==> src/sv/jadz_pkg.sv <==
// ----------------------------------------------------------------------------
// jadz_pkg
// Shared types and constants for the joystick axis deadzone scaler.
// ----------------------------------------------------------------------------
`timescale 1ns / 1ps
`default_nettype none

package jadz_pkg;

  // default width of raw axis positions and limits
  localparam int unsigned AXIS_BITS_DEF = 16;

  // fixed port widths
  localparam int unsigned RAW_BITS = 16;
  localparam int unsigned BTN_BITS = 24;
  localparam int unsigned CFG_IDX_BITS = 3;
  localparam int unsigned CFG_DATA_BITS = 16;

  // hat decode
  localparam int unsigned POV_STEP = 9000;
  localparam logic [RAW_BITS-1:0] POV_CENTRED = 16'hFFFF;
  localparam int unsigned HAT_STEPS = 7;
  localparam int unsigned HAT_IDX_BITS = $clog2(HAT_STEPS + 1);

  // axis result codes
  localparam logic [RAW_BITS-1:0] FAIL_VALUE = 16'd32000;
  localparam logic [RAW_BITS-1:0] SAT_POS = 16'h007F;
  localparam logic [RAW_BITS-1:0] SAT_NEG = 16'hFF80;

  // divider lane: one quotient bit per stage plus magnitude and overflow stages
  localparam int unsigned QUO_BITS = 8;
  localparam int unsigned LANE_STAGES = QUO_BITS + 2;

  // queue depths
  localparam int unsigned MID_DEPTH = 2;
  localparam int unsigned OUT_DEPTH = 2;

  // configuration register indexes
  typedef enum logic [CFG_IDX_BITS-1:0] {
    CFG_ENABLED = 3'd0,
    CFG_HAS_POV = 3'd1,
    CFG_X_LO    = 3'd2,
    CFG_X_HI    = 3'd3,
    CFG_Y_LO    = 3'd4,
    CFG_Y_HI    = 3'd5,
    CFG_Z_LO    = 3'd6,
    CFG_Z_HI    = 3'd7
  } cfg_idx_e;

  // how a reading is handled
  typedef enum logic [1:0] {
    MODE_OFF  = 2'd0,
    MODE_FAIL = 2'd1,
    MODE_RUN  = 2'd2
  } mode_e;

  // global flags from the register file
  typedef struct packed {
    logic enabled;
    logic has_pov;
  } cfg_flags_t;

  // one result word
  typedef struct packed {
    logic [RAW_BITS-1:0] axis_z;
    logic [RAW_BITS-1:0] axis_y;
    logic [RAW_BITS-1:0] axis_x;
    logic [BTN_BITS-1:0] buttons;
  } res_t;

endpackage

`default_nettype wire

==> src/sv/jadz_fifo.sv <==
// ----------------------------------------------------------------------------
// jadz_fifo
// Small register queue with full and empty flags.
// ----------------------------------------------------------------------------
`timescale 1ns / 1ps
`default_nettype none

module jadz_fifo #(
  parameter int unsigned Width = 1,
  parameter int unsigned Depth = 2
) (
  input  wire logic             clk_i,
  input  wire logic             rst_ni,
  input  wire logic             push_i,
  input  wire logic [Width-1:0] data_i,
  output logic                  full_o,
  input  wire logic             pop_i,
  output logic      [Width-1:0] data_o,
  output logic                  empty_o
);

  localparam int unsigned PtrW = (Depth > 1) ? $clog2(Depth) : 1;
  localparam int unsigned CntW = $clog2(Depth + 1);

  logic [Width-1:0] mem_q [Depth];
  logic [PtrW-1:0]  wptr_q, wptr_d;
  logic [PtrW-1:0]  rptr_q, rptr_d;
  logic [CntW-1:0]  count_q, count_d;

  assign full_o  = (count_q == CntW'(Depth));
  assign empty_o = (count_q == '0);
  assign data_o  = mem_q[rptr_q];

  // pointer and count update
  always_comb begin
    wptr_d  = wptr_q;
    rptr_d  = rptr_q;
    count_d = count_q;
    if (push_i) begin
      wptr_d = (wptr_q == PtrW'(Depth - 1)) ? '0 : wptr_q + 1'b1;
    end
    if (pop_i) begin
      rptr_d = (rptr_q == PtrW'(Depth - 1)) ? '0 : rptr_q + 1'b1;
    end
    if (push_i && !pop_i) begin
      count_d = count_q + 1'b1;
    end else if (pop_i && !push_i) begin
      count_d = count_q - 1'b1;
    end
  end

  always_ff @(posedge clk_i or negedge rst_ni) begin
    if (!rst_ni) begin
      wptr_q  <= '0;
      rptr_q  <= '0;
      count_q <= '0;
    end else begin
      wptr_q  <= wptr_d;
      rptr_q  <= rptr_d;
      count_q <= count_d;
    end
  end

  // storage
  always_ff @(posedge clk_i) begin
    if (push_i) begin
      mem_q[wptr_q] <= data_i;
    end
  end

  // no write into a full queue
  assert property (@(posedge clk_i) disable iff (!rst_ni) !(push_i && full_o))
    else $error("queue written while full");

  // no read from an empty queue
  assert property (@(posedge clk_i) disable iff (!rst_ni) !(pop_i && empty_o))
    else $error("queue read while empty");

  // a write alone raises the fill level by one
  assert property (@(posedge clk_i) disable iff (!rst_ni)
      (push_i && !pop_i) |=> (count_q == $past(count_q) + 1'b1))
    else $error("queue fill level lost a word");

endmodule

`default_nettype wire

==> src/sv/jadz_front.sv <==
// ----------------------------------------------------------------------------
// jadz_front
// Accepts readings, decodes the hat, classifies each axis (dead zone, range)
// and forms the scaled numerator for the divider lanes.
// ----------------------------------------------------------------------------
`timescale 1ns / 1ps
`default_nettype none

module jadz_front #(
  parameter int unsigned AxisBits = jadz_pkg::AXIS_BITS_DEF
) (
  input  wire logic                                      clk_i,
  input  wire logic                                      rst_ni,
  // register file view
  input  wire jadz_pkg::cfg_flags_t                      flags_i,
  input  wire logic [2:0][AxisBits+1:0]                  k_i,
  input  wire logic [2:0][AxisBits+5:0]                  c20_i,
  input  wire logic [2:0][AxisBits-1:0]                  rng_i,
  input  wire logic [2:0]                                rpos_i,
  // reading side
  input  wire logic                                      push_i,
  output logic                                           full_o,
  input  wire logic                                      read_ok_i,
  input  wire logic [2:0][jadz_pkg::RAW_BITS-1:0]        pos_i,
  input  wire logic [jadz_pkg::RAW_BITS-1:0]             buttons_i,
  input  wire logic [jadz_pkg::RAW_BITS-1:0]             angle_i,
  // classified word to the back part
  output logic                                           item_push_o,
  input  wire logic                                      item_full_i,
  output jadz_pkg::mode_e                                item_mode_o,
  output logic [jadz_pkg::BTN_BITS-1:0]                  item_buttons_o,
  output logic [2:0]                                     item_zero_o,
  output logic [2:0][AxisBits+9:0]                       item_num_o
);

  localparam int unsigned AB = AxisBits;

  logic adv;
  logic accept;

  // stage 0: captured reading
  logic                              v0_q;
  logic                              ok0_q;
  logic [2:0][AB-1:0]                pos0_q;
  logic [jadz_pkg::RAW_BITS-1:0]     btn0_q;
  logic [jadz_pkg::RAW_BITS-1:0]     ang0_q;

  // stage 1: mode, buttons, 20 * position
  logic                              v1_q;
  jadz_pkg::mode_e                   mode1_q, mode1_d;
  logic [jadz_pkg::BTN_BITS-1:0]     btn1_q, btn1_d;
  logic [2:0][AB-1:0]                pos1_q;
  logic [2:0][AB+4:0]                p20_1_q, p20_1_d;

  // stage 2: offset from centre and numerator base
  logic                              v2_q;
  jadz_pkg::mode_e                   mode2_q;
  logic [jadz_pkg::BTN_BITS-1:0]     btn2_q;
  logic [2:0][AB+6:0]                e2_q, e2_d;
  logic [2:0][AB+1:0]                n2_q, n2_d;

  logic [jadz_pkg::HAT_IDX_BITS-1:0] hat_idx;
  logic                              hat_on;
  logic [jadz_pkg::BTN_BITS-1:0]     btn_all;

  // whole front moves together; holds while stage 2 has a word and the mid queue is full
  assign adv         = !(v2_q && item_full_i);
  assign full_o      = !adv;
  assign accept      = push_i && adv;
  assign item_push_o = v2_q && !item_full_i;

  always_ff @(posedge clk_i or negedge rst_ni) begin
    if (!rst_ni) begin
      v0_q <= 1'b0;
      v1_q <= 1'b0;
      v2_q <= 1'b0;
    end else if (adv) begin
      v0_q <= accept;
      v1_q <= v0_q;
      v2_q <= v1_q;
    end
  end

  // stage 0 capture
  always_ff @(posedge clk_i) begin
    if (adv) begin
      ok0_q  <= read_ok_i;
      btn0_q <= buttons_i;
      ang0_q <= angle_i;
      for (int a = 0; a < 3; a++) begin
        pos0_q[a] <= pos_i[a][AB-1:0];
      end
    end
  end

  // hat sector, mode and button word
  always_comb begin
    hat_idx = '0;
    for (int i = 1; i <= jadz_pkg::HAT_STEPS; i++) begin
      hat_idx = hat_idx
              + jadz_pkg::HAT_IDX_BITS'(ang0_q >= jadz_pkg::RAW_BITS'(i * jadz_pkg::POV_STEP));
    end
    hat_on  = flags_i.has_pov && (ang0_q != jadz_pkg::POV_CENTRED);
    btn_all = {{(jadz_pkg::BTN_BITS - jadz_pkg::RAW_BITS){1'b0}}, btn0_q};
    if (hat_on) begin
      btn_all = btn_all | (jadz_pkg::BTN_BITS'(1) << (jadz_pkg::RAW_BITS + 32'(hat_idx)));
    end
    priority if (!flags_i.enabled) begin
      mode1_d = jadz_pkg::MODE_OFF;
    end else if (!ok0_q) begin
      mode1_d = jadz_pkg::MODE_FAIL;
    end else begin
      mode1_d = jadz_pkg::MODE_RUN;
    end
    btn1_d = (mode1_d == jadz_pkg::MODE_RUN) ? btn_all : '0;
    for (int a = 0; a < 3; a++) begin
      p20_1_d[a] = ((AB+5)'(pos0_q[a]) << 4) + ((AB+5)'(pos0_q[a]) << 2);
    end
  end

  always_ff @(posedge clk_i) begin
    if (adv) begin
      mode1_q <= mode1_d;
      btn1_q  <= btn1_d;
      pos1_q  <= pos0_q;
      p20_1_q <= p20_1_d;
    end
  end

  // offset of 20 * position from 20 * centre, and pos - hi + half
  always_comb begin
    for (int a = 0; a < 3; a++) begin
      e2_d[a] = $unsigned($signed({2'b00, p20_1_q[a]}) - $signed({1'b0, c20_i[a]}));
      n2_d[a] = $unsigned($signed({2'b00, pos1_q[a]}) + $signed(k_i[a]));
    end
  end

  always_ff @(posedge clk_i) begin
    if (adv) begin
      mode2_q <= mode1_q;
      btn2_q  <= btn1_q;
      e2_q    <= e2_d;
      n2_q    <= n2_d;
    end
  end

  // dead zone: |pos - centre| <= range / 20 is the same as 20 * |pos - centre| <= range
  always_comb begin
    logic signed [AB+6:0] rng_s;
    logic                 dz;
    logic [AB+9:0]        n_ext;
    for (int a = 0; a < 3; a++) begin
      rng_s          = $signed({7'b0000000, rng_i[a]});
      dz             = ($signed(e2_q[a]) <= rng_s) && ($signed(e2_q[a]) >= -rng_s);
      item_zero_o[a] = !rpos_i[a] || dz;
      n_ext          = {{8{n2_q[a][AB+1]}}, n2_q[a]};
      item_num_o[a]  = (n_ext << 8) - n_ext;
    end
  end

  assign item_mode_o    = mode2_q;
  assign item_buttons_o = btn2_q;

endmodule

`default_nettype wire

==> src/sv/jadz_div.sv <==
// ----------------------------------------------------------------------------
// jadz_div
// Pipelined restoring divider for one axis: magnitude of the numerator over
// the axis range, one quotient bit per stage, with an overflow flag.
// ----------------------------------------------------------------------------
`timescale 1ns / 1ps
`default_nettype none

module jadz_div #(
  parameter int unsigned AxisBits = jadz_pkg::AXIS_BITS_DEF
) (
  input  wire logic                          clk_i,
  input  wire logic                          adv_i,
  input  wire logic [AxisBits+9:0]           num_i,
  input  wire logic [AxisBits-1:0]           rng_i,
  output logic                               neg_o,
  output logic                               ovf_o,
  output logic [jadz_pkg::QUO_BITS-1:0]      quo_o
);

  localparam int unsigned NumW = AxisBits + 10;
  localparam int unsigned MagW = AxisBits + 9;
  localparam int unsigned RemW = AxisBits + 8;
  localparam int unsigned QB   = jadz_pkg::QUO_BITS;
  localparam int unsigned L    = jadz_pkg::LANE_STAGES;

  logic [NumW-1:0] abs_num;
  logic [MagW-1:0] mag_q;
  logic            neg_q [L];
  logic            ovf_q [1:L-1];
  logic [RemW-1:0] rem_q [1:L-1];
  logic [QB-1:0]   quo_q [1:L-1];

  // stage 0: sign and magnitude
  assign abs_num = num_i[NumW-1] ? (~num_i + 1'b1) : num_i;

  always_ff @(posedge clk_i) begin
    if (adv_i) begin
      neg_q[0] <= num_i[NumW-1];
      mag_q    <= abs_num[MagW-1:0];
    end
  end

  // stage 1: quotient of 256 or more saturates either way
  always_ff @(posedge clk_i) begin
    if (adv_i) begin
      neg_q[1] <= neg_q[0];
      ovf_q[1] <= (mag_q >= {1'b0, rng_i, {QB{1'b0}}});
      rem_q[1] <= mag_q[RemW-1:0];
      quo_q[1] <= '0;
    end
  end

  // quotient bit stages, msb first
  for (genvar j = 2; j < L; j++) begin : g_bit
    localparam int unsigned B = L - 1 - j;
    logic [RemW-1:0] trial;
    assign trial = RemW'(rng_i) << B;
    always_ff @(posedge clk_i) begin
      if (adv_i) begin
        neg_q[j] <= neg_q[j-1];
        ovf_q[j] <= ovf_q[j-1];
        if (rem_q[j-1] >= trial) begin
          rem_q[j] <= rem_q[j-1] - trial;
          quo_q[j] <= quo_q[j-1] | (QB'(1) << B);
        end else begin
          rem_q[j] <= rem_q[j-1];
          quo_q[j] <= quo_q[j-1];
        end
      end
    end
  end

  assign neg_o = neg_q[L-1];
  assign ovf_o = ovf_q[L-1];
  assign quo_o = quo_q[L-1];

endmodule

`default_nettype wire

==> src/sv/jadz_back.sv <==
// ----------------------------------------------------------------------------
// jadz_back
// Takes classified words from the mid queue, runs the three divider lanes,
// saturates and assembles the result word for the output queue.
// ----------------------------------------------------------------------------
`timescale 1ns / 1ps
`default_nettype none

module jadz_back #(
  parameter int unsigned AxisBits = jadz_pkg::AXIS_BITS_DEF
) (
  input  wire logic                              clk_i,
  input  wire logic                              rst_ni,
  input  wire logic [2:0][AxisBits-1:0]          rng_i,
  // mid queue side
  input  wire logic                              item_valid_i,
  output logic                                   item_pop_o,
  input  wire jadz_pkg::mode_e                   item_mode_i,
  input  wire logic [jadz_pkg::BTN_BITS-1:0]     item_buttons_i,
  input  wire logic [2:0]                        item_zero_i,
  input  wire logic [2:0][AxisBits+9:0]          item_num_i,
  // output queue side
  output logic                                   out_push_o,
  input  wire logic                              out_full_i,
  output jadz_pkg::res_t                         out_word_o
);

  localparam int unsigned L  = jadz_pkg::LANE_STAGES;
  localparam int unsigned QB = jadz_pkg::QUO_BITS;

  logic adv;

  logic [L-1:0]                  vld_q;
  jadz_pkg::mode_e               mode_q [L];
  logic [jadz_pkg::BTN_BITS-1:0] btn_q  [L];
  logic [2:0]                    zero_q [L];

  logic [2:0]                    neg;
  logic [2:0]                    ovf;
  logic [2:0][QB-1:0]            quo;

  logic                          vf_q;
  logic [2:0][jadz_pkg::RAW_BITS-1:0] ax_q, ax_d;
  logic [jadz_pkg::BTN_BITS-1:0] fbtn_q;

  // back moves together; holds while a result waits and the output queue is full
  assign adv        = !(vf_q && out_full_i);
  assign item_pop_o = item_valid_i && adv;
  assign out_push_o = vf_q && !out_full_i;

  always_ff @(posedge clk_i or negedge rst_ni) begin
    if (!rst_ni) begin
      vld_q <= '0;
      vf_q  <= 1'b0;
    end else if (adv) begin
      vld_q <= {vld_q[L-2:0], item_pop_o};
      vf_q  <= vld_q[L-1];
    end
  end

  // side data delayed alongside the lanes
  always_ff @(posedge clk_i) begin
    if (adv) begin
      mode_q[0] <= item_mode_i;
      btn_q[0]  <= item_buttons_i;
      zero_q[0] <= item_zero_i;
      for (int j = 1; j < L; j++) begin
        mode_q[j] <= mode_q[j-1];
        btn_q[j]  <= btn_q[j-1];
        zero_q[j] <= zero_q[j-1];
      end
    end
  end

  // one divider lane per axis
  for (genvar a = 0; a < 3; a++) begin : g_lane
    jadz_div #(
      .AxisBits (AxisBits)
    ) u_div (
      .clk_i (clk_i),
      .adv_i (adv),
      .num_i (item_num_i[a]),
      .rng_i (rng_i[a]),
      .neg_o (neg[a]),
      .ovf_o (ovf[a]),
      .quo_o (quo[a])
    );
  end

  // saturate to -128..127 and apply reading mode
  always_comb begin
    for (int a = 0; a < 3; a++) begin
      unique case (mode_q[L-1])
        jadz_pkg::MODE_OFF: begin
          ax_d[a] = '0;
        end
        jadz_pkg::MODE_FAIL: begin
          ax_d[a] = jadz_pkg::FAIL_VALUE;
        end
        jadz_pkg::MODE_RUN: begin
          if (zero_q[L-1][a]) begin
            ax_d[a] = '0;
          end else if (neg[a]) begin
            ax_d[a] = (ovf[a] || quo[a] > QB'(128)) ? jadz_pkg::SAT_NEG
                    : jadz_pkg::RAW_BITS'(0) - jadz_pkg::RAW_BITS'(quo[a]);
          end else begin
            ax_d[a] = (ovf[a] || quo[a] > QB'(127)) ? jadz_pkg::SAT_POS
                    : jadz_pkg::RAW_BITS'(quo[a]);
          end
        end
        default: begin
          ax_d[a] = '0;
        end
      endcase
    end
  end

  always_ff @(posedge clk_i) begin
    if (adv) begin
      ax_q   <= ax_d;
      fbtn_q <= btn_q[L-1];
    end
  end

  assign out_word_o.axis_x  = ax_q[0];
  assign out_word_o.axis_y  = ax_q[1];
  assign out_word_o.axis_z  = ax_q[2];
  assign out_word_o.buttons = fbtn_q;

endmodule

`default_nettype wire

==> src/sv/joystick_axis_deadzone_scaler.sv <==
// ----------------------------------------------------------------------------
// joystick_axis_deadzone_scaler
// Scales three joystick axes with a dead zone and merges hat and buttons.
// ----------------------------------------------------------------------------
// Takes one reading per clock while full is low and gives one result word per
// reading, in order; a reading passes the front stages, the mid queue, the
// divider lanes, the result register and the output queue before it shows on
// the output ports (empty low). The per-axis restoring divider resolves one
// quotient bit per pipeline stage. Limits must be written through the config
// port only while no reading is in flight; the block does not enforce this.
// They take effect once the range and then the derived limits are re-registered.
// A failed read gives 32000 on every axis, a disabled block gives all zeros.
`timescale 1ns / 1ps
`default_nettype none

module joystick_axis_deadzone_scaler #(
  parameter int unsigned AxisBits = jadz_pkg::AXIS_BITS_DEF
) (
  input  wire logic                                 clk_i,
  input  wire logic                                 rst_ni,
  // config write channel
  input  wire logic                                 cfg_valid_i,
  output logic                                      cfg_ready_o,
  input  wire logic [jadz_pkg::CFG_IDX_BITS-1:0]    cfg_index_i,
  input  wire logic [jadz_pkg::CFG_DATA_BITS-1:0]   cfg_data_i,
  // readings
  input  wire logic                                 push,
  output logic                                      full,
  input  wire logic                                 read_ok_i,
  input  wire logic [jadz_pkg::RAW_BITS-1:0]        raw_x_i,
  input  wire logic [jadz_pkg::RAW_BITS-1:0]        raw_y_i,
  input  wire logic [jadz_pkg::RAW_BITS-1:0]        raw_z_i,
  input  wire logic [jadz_pkg::RAW_BITS-1:0]        raw_buttons_i,
  input  wire logic [jadz_pkg::RAW_BITS-1:0]        pov_angle_i,
  // results
  output logic                                      empty,
  input  wire logic                                 pop,
  output logic signed [jadz_pkg::RAW_BITS-1:0]      axis_x_o,
  output logic signed [jadz_pkg::RAW_BITS-1:0]      axis_y_o,
  output logic signed [jadz_pkg::RAW_BITS-1:0]      axis_z_o,
  output logic [jadz_pkg::BTN_BITS-1:0]             button_bits_o
);

  localparam int unsigned AB      = AxisBits;
  localparam int unsigned MidW    = 2 + jadz_pkg::BTN_BITS + 3 + 3 * (AB + 10);
  localparam int unsigned NumAllW = 3 * (AB + 10);

  // reset values of the derived limits for lo = 0, hi = all ones
  localparam logic [AB-1:0]   AxOnes    = '1;
  localparam logic [AB-2:0]   RstHalf   = AxOnes[AB-1:1];
  localparam logic [AB+1:0]   RstK      = {3'b000, RstHalf} - {2'b00, AxOnes};
  localparam logic [AB:0]     RstCentre = {2'b00, RstHalf};
  localparam logic [AB+5:0]   RstC20    = ((AB+6)'(RstCentre) << 4)
                                        + ((AB+6)'(RstCentre) << 2);

  // register file
  logic                 enabled_q;
  logic                 has_pov_q;
  logic [2:0][AB-1:0]   lo_q;
  logic [2:0][AB-1:0]   hi_q;

  // derived limits
  logic [2:0][AB:0]     rng1_q, rng1_d;
  logic [2:0][AB-1:0]   rng_q, rng_d;
  logic [2:0]           rpos_q, rpos_d;
  logic [2:0][AB+1:0]   k_q, k_d;
  logic [2:0][AB+5:0]   c20_q, c20_d;

  jadz_pkg::cfg_flags_t flags;

  // front to mid queue
  logic                          f_push;
  logic                          mid_full;
  jadz_pkg::mode_e               f_mode;
  logic [jadz_pkg::BTN_BITS-1:0] f_btn;
  logic [2:0]                    f_zero;
  logic [2:0][AB+9:0]            f_num;
  logic [MidW-1:0]               mid_wdata;
  logic [MidW-1:0]               mid_rdata;
  logic                          mid_empty;
  logic                          b_pop;

  // back to output queue
  logic                          b_push;
  logic                          out_full;
  jadz_pkg::res_t                b_word;
  jadz_pkg::res_t                out_word;
  logic                          out_empty;

  // config writes
  assign cfg_ready_o = 1'b1;

  always_ff @(posedge clk_i or negedge rst_ni) begin
    if (!rst_ni) begin
      enabled_q <= 1'b0;
      has_pov_q <= 1'b0;
      lo_q      <= '0;
      hi_q      <= '1;
    end else if (cfg_valid_i && cfg_ready_o) begin
      unique case (jadz_pkg::cfg_idx_e'(cfg_index_i))
        jadz_pkg::CFG_ENABLED: enabled_q <= cfg_data_i[0];
        jadz_pkg::CFG_HAS_POV: has_pov_q <= cfg_data_i[0];
        jadz_pkg::CFG_X_LO:    lo_q[0]   <= cfg_data_i[AB-1:0];
        jadz_pkg::CFG_X_HI:    hi_q[0]   <= cfg_data_i[AB-1:0];
        jadz_pkg::CFG_Y_LO:    lo_q[1]   <= cfg_data_i[AB-1:0];
        jadz_pkg::CFG_Y_HI:    hi_q[1]   <= cfg_data_i[AB-1:0];
        jadz_pkg::CFG_Z_LO:    lo_q[2]   <= cfg_data_i[AB-1:0];
        jadz_pkg::CFG_Z_HI:    hi_q[2]   <= cfg_data_i[AB-1:0];
        default: begin
        end
      endcase
    end
  end

  // range, then half, centre and offsets
  always_comb begin
    logic [AB-2:0] half;
    logic [AB:0]   centre;
    for (int a = 0; a < 3; a++) begin
      rng1_d[a] = {1'b0, hi_q[a]} - {1'b0, lo_q[a]};
      half      = rng1_q[a][AB-1:1];
      centre    = {1'b0, lo_q[a]} + {2'b00, half};
      rng_d[a]  = rng1_q[a][AB-1:0];
      rpos_d[a] = !rng1_q[a][AB] && (rng1_q[a] != '0);
      k_d[a]    = {3'b000, half} - {2'b00, hi_q[a]};
      c20_d[a]  = ((AB+6)'(centre) << 4) + ((AB+6)'(centre) << 2);
    end
  end

  always_ff @(posedge clk_i or negedge rst_ni) begin
    if (!rst_ni) begin
      for (int a = 0; a < 3; a++) begin
        rng1_q[a] <= {1'b0, AxOnes};
        rng_q[a]  <= AxOnes;
        rpos_q[a] <= 1'b1;
        k_q[a]    <= RstK;
        c20_q[a]  <= RstC20;
      end
    end else begin
      rng1_q <= rng1_d;
      rng_q  <= rng_d;
      rpos_q <= rpos_d;
      k_q    <= k_d;
      c20_q  <= c20_d;
    end
  end

  assign flags.enabled = enabled_q;
  assign flags.has_pov = has_pov_q;

  // front: accept and classify
  jadz_front #(
    .AxisBits (AxisBits)
  ) u_front (
    .clk_i          (clk_i),
    .rst_ni         (rst_ni),
    .flags_i        (flags),
    .k_i            (k_q),
    .c20_i          (c20_q),
    .rng_i          (rng_q),
    .rpos_i         (rpos_q),
    .push_i         (push),
    .full_o         (full),
    .read_ok_i      (read_ok_i),
    .pos_i          ({raw_z_i, raw_y_i, raw_x_i}),
    .buttons_i      (raw_buttons_i),
    .angle_i        (pov_angle_i),
    .item_push_o    (f_push),
    .item_full_i    (mid_full),
    .item_mode_o    (f_mode),
    .item_buttons_o (f_btn),
    .item_zero_o    (f_zero),
    .item_num_o     (f_num)
  );

  // mid queue between front and back
  assign mid_wdata = {f_mode, f_btn, f_zero, f_num};

  jadz_fifo #(
    .Width (MidW),
    .Depth (jadz_pkg::MID_DEPTH)
  ) u_mid_q (
    .clk_i   (clk_i),
    .rst_ni  (rst_ni),
    .push_i  (f_push),
    .data_i  (mid_wdata),
    .full_o  (mid_full),
    .pop_i   (b_pop),
    .data_o  (mid_rdata),
    .empty_o (mid_empty)
  );

  // back: divide, saturate, assemble
  jadz_back #(
    .AxisBits (AxisBits)
  ) u_back (
    .clk_i          (clk_i),
    .rst_ni         (rst_ni),
    .rng_i          (rng_q),
    .item_valid_i   (!mid_empty),
    .item_pop_o     (b_pop),
    .item_mode_i    (jadz_pkg::mode_e'(mid_rdata[MidW-1 -: 2])),
    .item_buttons_i (mid_rdata[MidW-3 -: jadz_pkg::BTN_BITS]),
    .item_zero_i    (mid_rdata[NumAllW+2 -: 3]),
    .item_num_i     (mid_rdata[NumAllW-1:0]),
    .out_push_o     (b_push),
    .out_full_i     (out_full),
    .out_word_o     (b_word)
  );

  // output queue
  jadz_fifo #(
    .Width ($bits(jadz_pkg::res_t)),
    .Depth (jadz_pkg::OUT_DEPTH)
  ) u_out_q (
    .clk_i   (clk_i),
    .rst_ni  (rst_ni),
    .push_i  (b_push),
    .data_i  (b_word),
    .full_o  (out_full),
    .pop_i   (pop && !out_empty),
    .data_o  (out_word),
    .empty_o (out_empty)
  );

  assign empty         = out_empty;
  assign axis_x_o      = $signed(out_word.axis_x);
  assign axis_y_o      = $signed(out_word.axis_y);
  assign axis_z_o      = $signed(out_word.axis_z);
  assign button_bits_o = out_word.buttons;

endmodule

`default_nettype wire

==> config.mk <==
export PLATFORM = sky130hd
export DESIGN_NAME = joystick_axis_deadzone_scaler
export DESIGN_NICKNAME = d
export VERILOG_FILES = /design/src/sv/jadz_pkg.sv /design/src/sv/jadz_fifo.sv /design/src/sv/jadz_front.sv /design/src/sv/jadz_div.sv /design/src/sv/jadz_back.sv /design/src/sv/joystick_axis_deadzone_scaler.sv
export SDC_FILE = /design/constraint.sdc
export NUM_CORES = 2
export LEC_CHECK = 0
export BUFFER_PORTS_ARGS = -buffer_cell sky130_fd_sc_hd__buf_2
export CORE_MARGIN = 8
export CORE_UTILIZATION = 49
export DETAILED_ROUTE_END_ITERATION = 16
export PLACE_DENSITY_LB_ADDON = 0.1
export SETUP_SLACK_MARGIN = 0.3
export SYNTH_ARGS = -nofsm -noshare
export SYNTH_HDL_FRONTEND = slang
export SYNTH_SLANG_ARGS = --single-unit
export TNS_END_PERCENT = 100
==> constraint.sdc <==
create_clock -name clk_i -period 20.9 [get_ports clk_i]
set_input_delay 4.18 -clock clk_i [delete_from_list [all_inputs] [get_ports clk_i]]
set_output_delay 4.18 -clock clk_i [all_outputs]
set_load 0.05 [all_outputs]
### Word-level counts from Yosys, hierarchy flattened

Memories as Yosys holds them, arrays and structs flattened. A register that Yosys moved wholly into a read port is not among the register bits.
Index checks and enable logic that the tools add are counted.

| storage, ports and cells | value |
|---|---|
| latch bits | 0 |
| bits in registers | 829 |
| memories | 17 |
| memory bits (writable) | 1569 |
| ROM bits | 0 |

Memory list:

| name | depth | width | read ports | clocked after Yosys merged registers in | write ports | RTL line | RTL |
|---|---|---|---|---|---|---|---|
| u_back.btn_q | 10 | 24 | 10 | 1 | 10 | jadz_back.sv:35 | `logic [jadz_pkg::BTN_BITS-1:0] btn_q [L];` |
| u_back.g_lane[0].u_div.rem_q | 9 | 24 | 8 | 0 | 9 | jadz_div.sv:31 | `logic [RemW-1:0] rem_q [1:L-1];` |
| u_back.g_lane[1].u_div.rem_q | 9 | 24 | 8 | 0 | 9 | jadz_div.sv:31 |  |
| u_back.g_lane[2].u_div.rem_q | 9 | 24 | 8 | 0 | 9 | jadz_div.sv:31 |  |
| u_mid_q.mem_q | 2 | 107 | 1 | 0 | 1 | jadz_fifo.sv:25 | `logic [Width-1:0] mem_q [Depth];` |
| u_out_q.mem_q | 2 | 72 | 1 | 0 | 1 | jadz_fifo.sv:25 |  |
| +11 memories | n/a | n/a | n/a | n/a | n/a | n/a |  |

| operators by class | value |
|---|---|
| shift-type cells | 1 |
| eq/ne operators | 13 |
| magnitude comparators | 46 |
| divide/modulo/power cells | 0 |
| add/subtract/negate cells | 72 |
| reduce and logical (&&, ||, !) cells | 61 |
| bitwise logic cells | 52 |
| multiplexer cells | 226 |
| multiply operators | 0 |

Operators by type and width:

| cell | number |
|---|---|
| 24-bit 2-to-1 mux | 24 |
| 8-bit 2-to-1 mux | 27 |
| 16-bit 2-to-1 mux | 10 |
| 1-bit 2-to-1 mux | 153 |
| 16-bit one-hot mux with 2 select lines | 3 |
| 26-bit subtractor | 3 |
| 25-bit by 1-bit adder with 25-bit output (second input constant) | 3 |
| 25-bit by 24-bit greater-or-equal comparator with 1-bit output | 3 |
| 25-bit 2-to-1 mux | 3 |
| 25-bit NOT | 3 |
| 24-bit by 16-bit greater-or-equal comparator with 1-bit output | 3 |
| 24-bit by 17-bit greater-or-equal comparator with 1-bit output | 3 |
| 24-bit by 18-bit greater-or-equal comparator with 1-bit output | 3 |
| 24-bit by 19-bit greater-or-equal comparator with 1-bit output | 3 |
| 24-bit by 20-bit greater-or-equal comparator with 1-bit output | 3 |
| 24-bit by 21-bit greater-or-equal comparator with 1-bit output | 3 |
| 24-bit by 22-bit greater-or-equal comparator with 1-bit output | 3 |
| 24-bit by 23-bit greater-or-equal comparator with 1-bit output | 3 |
| 24-bit by 16-bit subtractor with 24-bit output | 3 |
| 24-bit by 17-bit subtractor with 24-bit output | 3 |
| 24-bit by 18-bit subtractor with 24-bit output | 3 |
| 24-bit by 19-bit subtractor with 24-bit output | 3 |
| 24-bit by 20-bit subtractor with 24-bit output | 3 |
| 24-bit by 21-bit subtractor with 24-bit output | 3 |
| other kinds (42) | 197 |

### Longest topological paths before layout

| depth | value |
|---|---|
| word-level depth | 11 |
| depth in mapped cells | 21 |

### Hierarchy

Synthesis repeated with hierarchy kept, for this count alone.

| second synthesis, totals | value |
|---|---|
| cell total of the unflattened synthesis | 10055 |
| area total of the unflattened synthesis | 120485.6 µm² |

Modules (own cells, without submodules):

| module | cells an instance | area an instance (µm²) | instances |
|---|---|---|---|
| jadz_front | 2420 | 25464.4 | 1 |
| joystick_axis_deadzone_scaler | 1693 | 17705.7 | 1 |
| jadz_div (u_back.g_lane[0].u_div) | 1619 | 17295.3 | 1 |
| jadz_div (u_back.g_lane[1].u_div) | 1595 | 17282.8 | 1 |
| jadz_div (u_back.g_lane[2].u_div) | 1580 | 17103.9 | 1 |
| jadz_back | 559 | 11923.9 | 1 |
| jadz_fifo (u_mid_q) | 349 | 7977.7 | 1 |
| jadz_fifo (u_out_q) | 240 | 5731.7 | 1 |

### Worst setup path before layout

No wires, ideal clock.

| timing | value |
|---|---|
| path type | reg2reg |
| start point | register u_out_q.count_q[0] |
| end point | register u_back.g_lane[0].u_div.quo_q[0][23] (netlist name) |
| setup slack | 2027 ps |
| stages on the path, launching flop included | 6 |
| data arrival time | 17658 ps |
| period minus slack after synthesis | 18873 ps |
| setup time | 1216 ps |
| buffers on the path | 2 |
| cell sequence | dfrtp_1 -> nand2b_1 -> nor2_1 -> inv_1 -> clkbuf_1 -> clkbuf_1 |

RTL lines:

| item | RTL line | RTL |
|---|---|---|
| from (decl) | jadz_fifo.sv:28 | `logic [CntW-1:0] count_q, count_d;` |
| from (signal assigned) | jadz_fifo.sv:60 | `count_q <= count_d;` |

### Worst setup path after layout

| timing | value |
|---|---|
| start point | register u_out_q.rptr_q |
| end point | output axis_y_o[8] in the netlist's numbering |

| between the ends | value |
|---|---|
| word-level cells in the longest chain between the ends | 1 |

Ends and longest elaborated chain:

| item | RTL line | RTL |
|---|---|---|
| from (decl) | jadz_fifo.sv:27 | `logic [PtrW-1:0] rptr_q, rptr_d;` |
| from (signal assigned) | jadz_fifo.sv:59 | `rptr_q <= rptr_d;` |
| memory 2 x 72 bit | n/a |  |
| to (decl) | joystick_axis_deadzone_scaler.sv:39 | `output logic signed [jadz_pkg::RAW_BITS-1:0] axis_y_o,` |

Every way passes these cells.

==> results.sh <==
export IMPL_fmax_mhz=145
export IMPL_cp_start_kind="flip-flop"
export IMPL_yosys_warnings=0
export IMPL_grt_util_all_layers=0.186
export IMPL_nets=10900
export IMPL_hold_ws_ps=354
export IMPL_area_growth_pct=10.9
export IMPL_rows=177
export IMPL_cap_violations=0
export IMPL_synth_distinct_cells=112
export IMPL_fin_skew_ps=60.7
export IMPL_worstRegToRegCells=14
export IMPL_hold_path_depth=1
export IMPL_seq_area_frac_synth=0.555
export IMPL_path_class="reg2out"
export IMPL_tightest_slew_ps=1210
export IMPL_port_buffers=178
export IMPL_drive_gt1_frac=0.114
export IMPL_clkTransAtPathRegs_ps=60
export IMPL_drt_wirelength_per_cell_um=18.4
export IMPL_ys_seq_elements=2164
export IMPL_ios=180
export IMPL_cts_sinks=2164
export IMPL_cts_root_buffer="clkbuf_16"
export IMPL_finalCriticalPeriod_ps=6910
export IMPL_die_height_um=500
export IMPL_report_final_slew_viol_count=0
export IMPL_synthArstFlopShare=0.154
export IMPL_status="completed"
export IMPL_synthesis_area_um2=115000
export IMPL_antenna_left=0
export IMPL_grt_pass1_vias=72500
export IMPL_viasPerCell=5.54
export IMPL_dp_slack_ps=13640
export IMPL_setup_viol=0
export IMPL_wl_um=240000
export IMPL_grt_overflow=0
export IMPL_cp_data_required_time_ps=16720
export IMPL_dr_pass1_iters=6
export IMPL_gp_congestion=0.901
export IMPL_die_x_um=500
export IMPL_cts_htree_levels=4
export IMPL_hold_class="reg2reg"
export IMPL_synth_ff_type="edfxtp_1"
export IMPL_hold_viol=0
export IMPL_grt_max_degree=125
export IMPL_synth_edf_count=1831
export IMPL_cts_repair_resized=0
export IMPL_cts_buffers=228
export IMPL_vias=72400
export IMPL_ctsHoldBuffers=0
export IMPL_avgSynthCellArea_um2=12.1
export IMPL_critical_path_peak_fanout=32
export IMPL_grt_pass1_wl_um=381000
export IMPL_post_route_period_util=0.330
export IMPL_setup_tns_ps=0
export IMPL_dieArea_um2=250000
export IMPL_drt_iter0_markers=4462
export IMPL_arrival_ps=2730
export IMPL_mappedNetlistNets=10600
export IMPL_rsz0062_at_grt="false"
export IMPL_tritoncts="yes"
export IMPL_drc=0
export IMPL_synth_cells=9493
export IMPL_initial_core_util=0.493
export IMPL_utilization=0.546
export IMPL_coreArea_um2=233000
export IMPL_n_fill_cell=19300
export IMPL_worst_slack_ps=13990
export IMPL_cts_setup_buffers=0
export IMPL_clk_path_buf_depth=3
export IMPL_place_hpwl_um=180000
export IMPL_worstSkewPairLatency_ps=860
export IMPL_crit_path_end_kind="primary output"
export IMPL_antenna_found_initial=6
export IMPL_maxSlewHeadroom=0.193
-- cells in the mapped netlist (all sizes together), types with 74 or more instances --
master	instances	share of area
nand2b	158	0.0086
inv	574	0.019
mux2	235	0.023
nor2b	154	0.0084
or3	74	0.0040
clkbuf	95	0.0031
a21boi	92	0.0061
dfstp	198	0.045
nand4	93	0.0051
a21oi	554	0.024
edfxtp	1831	0.48
ha	933	0.10
dfrtp	135	0.029
o21ai	559	0.025
o21a	87	0.0057
nor4	101	0.0056
xor2	245	0.019
nand2	630	0.021
nor3	218	0.0096
nor2	656	0.022
xnor2	513	0.040
nand3	142	0.0062
a21o	218	0.014
-- path summary, 6_finish.rpt --
check | start | end | slack [ps]
worst max-delay path | u_out_q.rptr_q$_DFFE_PN0P_ | axis_y_o[8] | 13990
worst min-delay path | rng1_q[33]$_DFF_PN0_ | rpos_q[1]$_DFF_PN1_ | 350
worst max register to register | u_mid_q.rptr_q$_DFFE_PN0P_ | u_back.g_lane[0].u_div.mag_q[24]$_DFFE_PN_ | 15520
worst min register to register | rng1_q[33]$_DFF_PN0_ | rpos_q[1]$_DFF_PN1_ | 350
max in group asynchronous | rst_ni | u_mid_q.rptr_q$_DFFE_PN0P_ | 14680
min in group asynchronous | rst_ni | c20_q[61]$_DFF_PN0_ | 3270
-- cells by family after synthesis --
family,Yosys count,synth area share
DFF,2164,0.555
buffers and inverters,739,0.0258
adders and majority gates,979,0.110
other,1,0.0000327
AOI/OAI and AO/OA,2063,0.116
and+or+nand+nor,2494,0.107
muxes,294,0.0284
xor gates and xnor gates,759,0.0584
-- state kept, by name, indices dropped and copies added (netlist names), 54 cells and up --
name,cells
u_front.e2_q,63
u_out_q.mem_q,108
c20_q,60
u_back.btn_q,240
u_front.n2_q,54
u_mid_q.mem_q,214
u_back.g_lane.u_div.mag_q,75
u_back.g_lane.u_div.rem_q,576
u_back.g_lane.u_div.quo_q,108
-- metrics by stage --
| stage | std cells | area (um2) |
|---|---|---|
| finish | 13100 | 127000 |
| global placement | 12600 | 119000 |
| floorplan | 9493 | 115000 |
| detailed placement | 12600 | 119000 |
| global route | 13100 | 127000 |
| CTS | 13100 | 127000 |
-- critical path, stage by stage, from the launching register on --
cell	delay, ps
dfrtp_2	730
buf_4	490
mux2_2	430
buf_2	220
-- area by class of cell --
| class | instances | area (um2) | share of cell area |
|---|---|---|---|
| Antenna cell | 2 | 5.00 | 0.0000394 |
| Tap cell | 3043 | 3810 | 0.0300 |
| Inverter | 574 | 2170 | 0.0171 |
| Timing Repair Buffer | 257 | 1490 | 0.0118 |
| Sequential cell | 2164 | 63600 | 0.500 |
| Clock inverter | 135 | 1650 | 0.0130 |
| Multi-Input combinational cell | 6590 | 48100 | 0.379 |
| Clock buffer | 297 | 6240 | 0.0491 |
-- cells in the final DEF (no fill, tap or decap), types with 45 or more instances in the layout --
| cell type | count |
|---|---|
| xor2_1 | 245 |
| or3_1 | 74 |
| dfrtp_1 | 133 |
| a21o_1 | 218 |
| nand2b_1 | 158 |
| xnor2_1 | 510 |
| mux2_2 | 230 |
| o21a_1 | 87 |
| nand3_1 | 141 |
| clkbuf_16 | 233 |
| fa_1 | 45 |
| a21boi_0 | 82 |
| o21bai_1 | 49 |
| a31oi_1 | 54 |
| clkbuf_1 | 46 |
| nand2_1 | 630 |
| o21ai_0 | 524 |
| a211oi_1 | 54 |
| nor2_1 | 651 |
| a21oi_1 | 550 |
| and3_1 | 69 |
| buf_2 | 177 |
| ha_1 | 933 |
| inv_1 | 569 |
| dfstp_2 | 198 |
| nor2b_1 | 152 |
| mux2i_1 | 59 |
| buf_4 | 79 |
| nand4_1 | 93 |
| edfxtp_1 | 1831 |
| nor3_1 | 215 |
| o31ai_1 | 61 |
| nor4_1 | 100 |
-- layer usage --
layer  up-vias  global-route usage  share of wire
li1      35900                   -              -
met1     34700               0.251           0.47
met2      1385               0.314           0.47
met3       448              0.0274          0.040
met4         0              0.0540          0.029
met5         -                   0              0
Power is not shown: default switching activity piles up to over one toggle a cycle in this logic, so the estimate is an artifact.
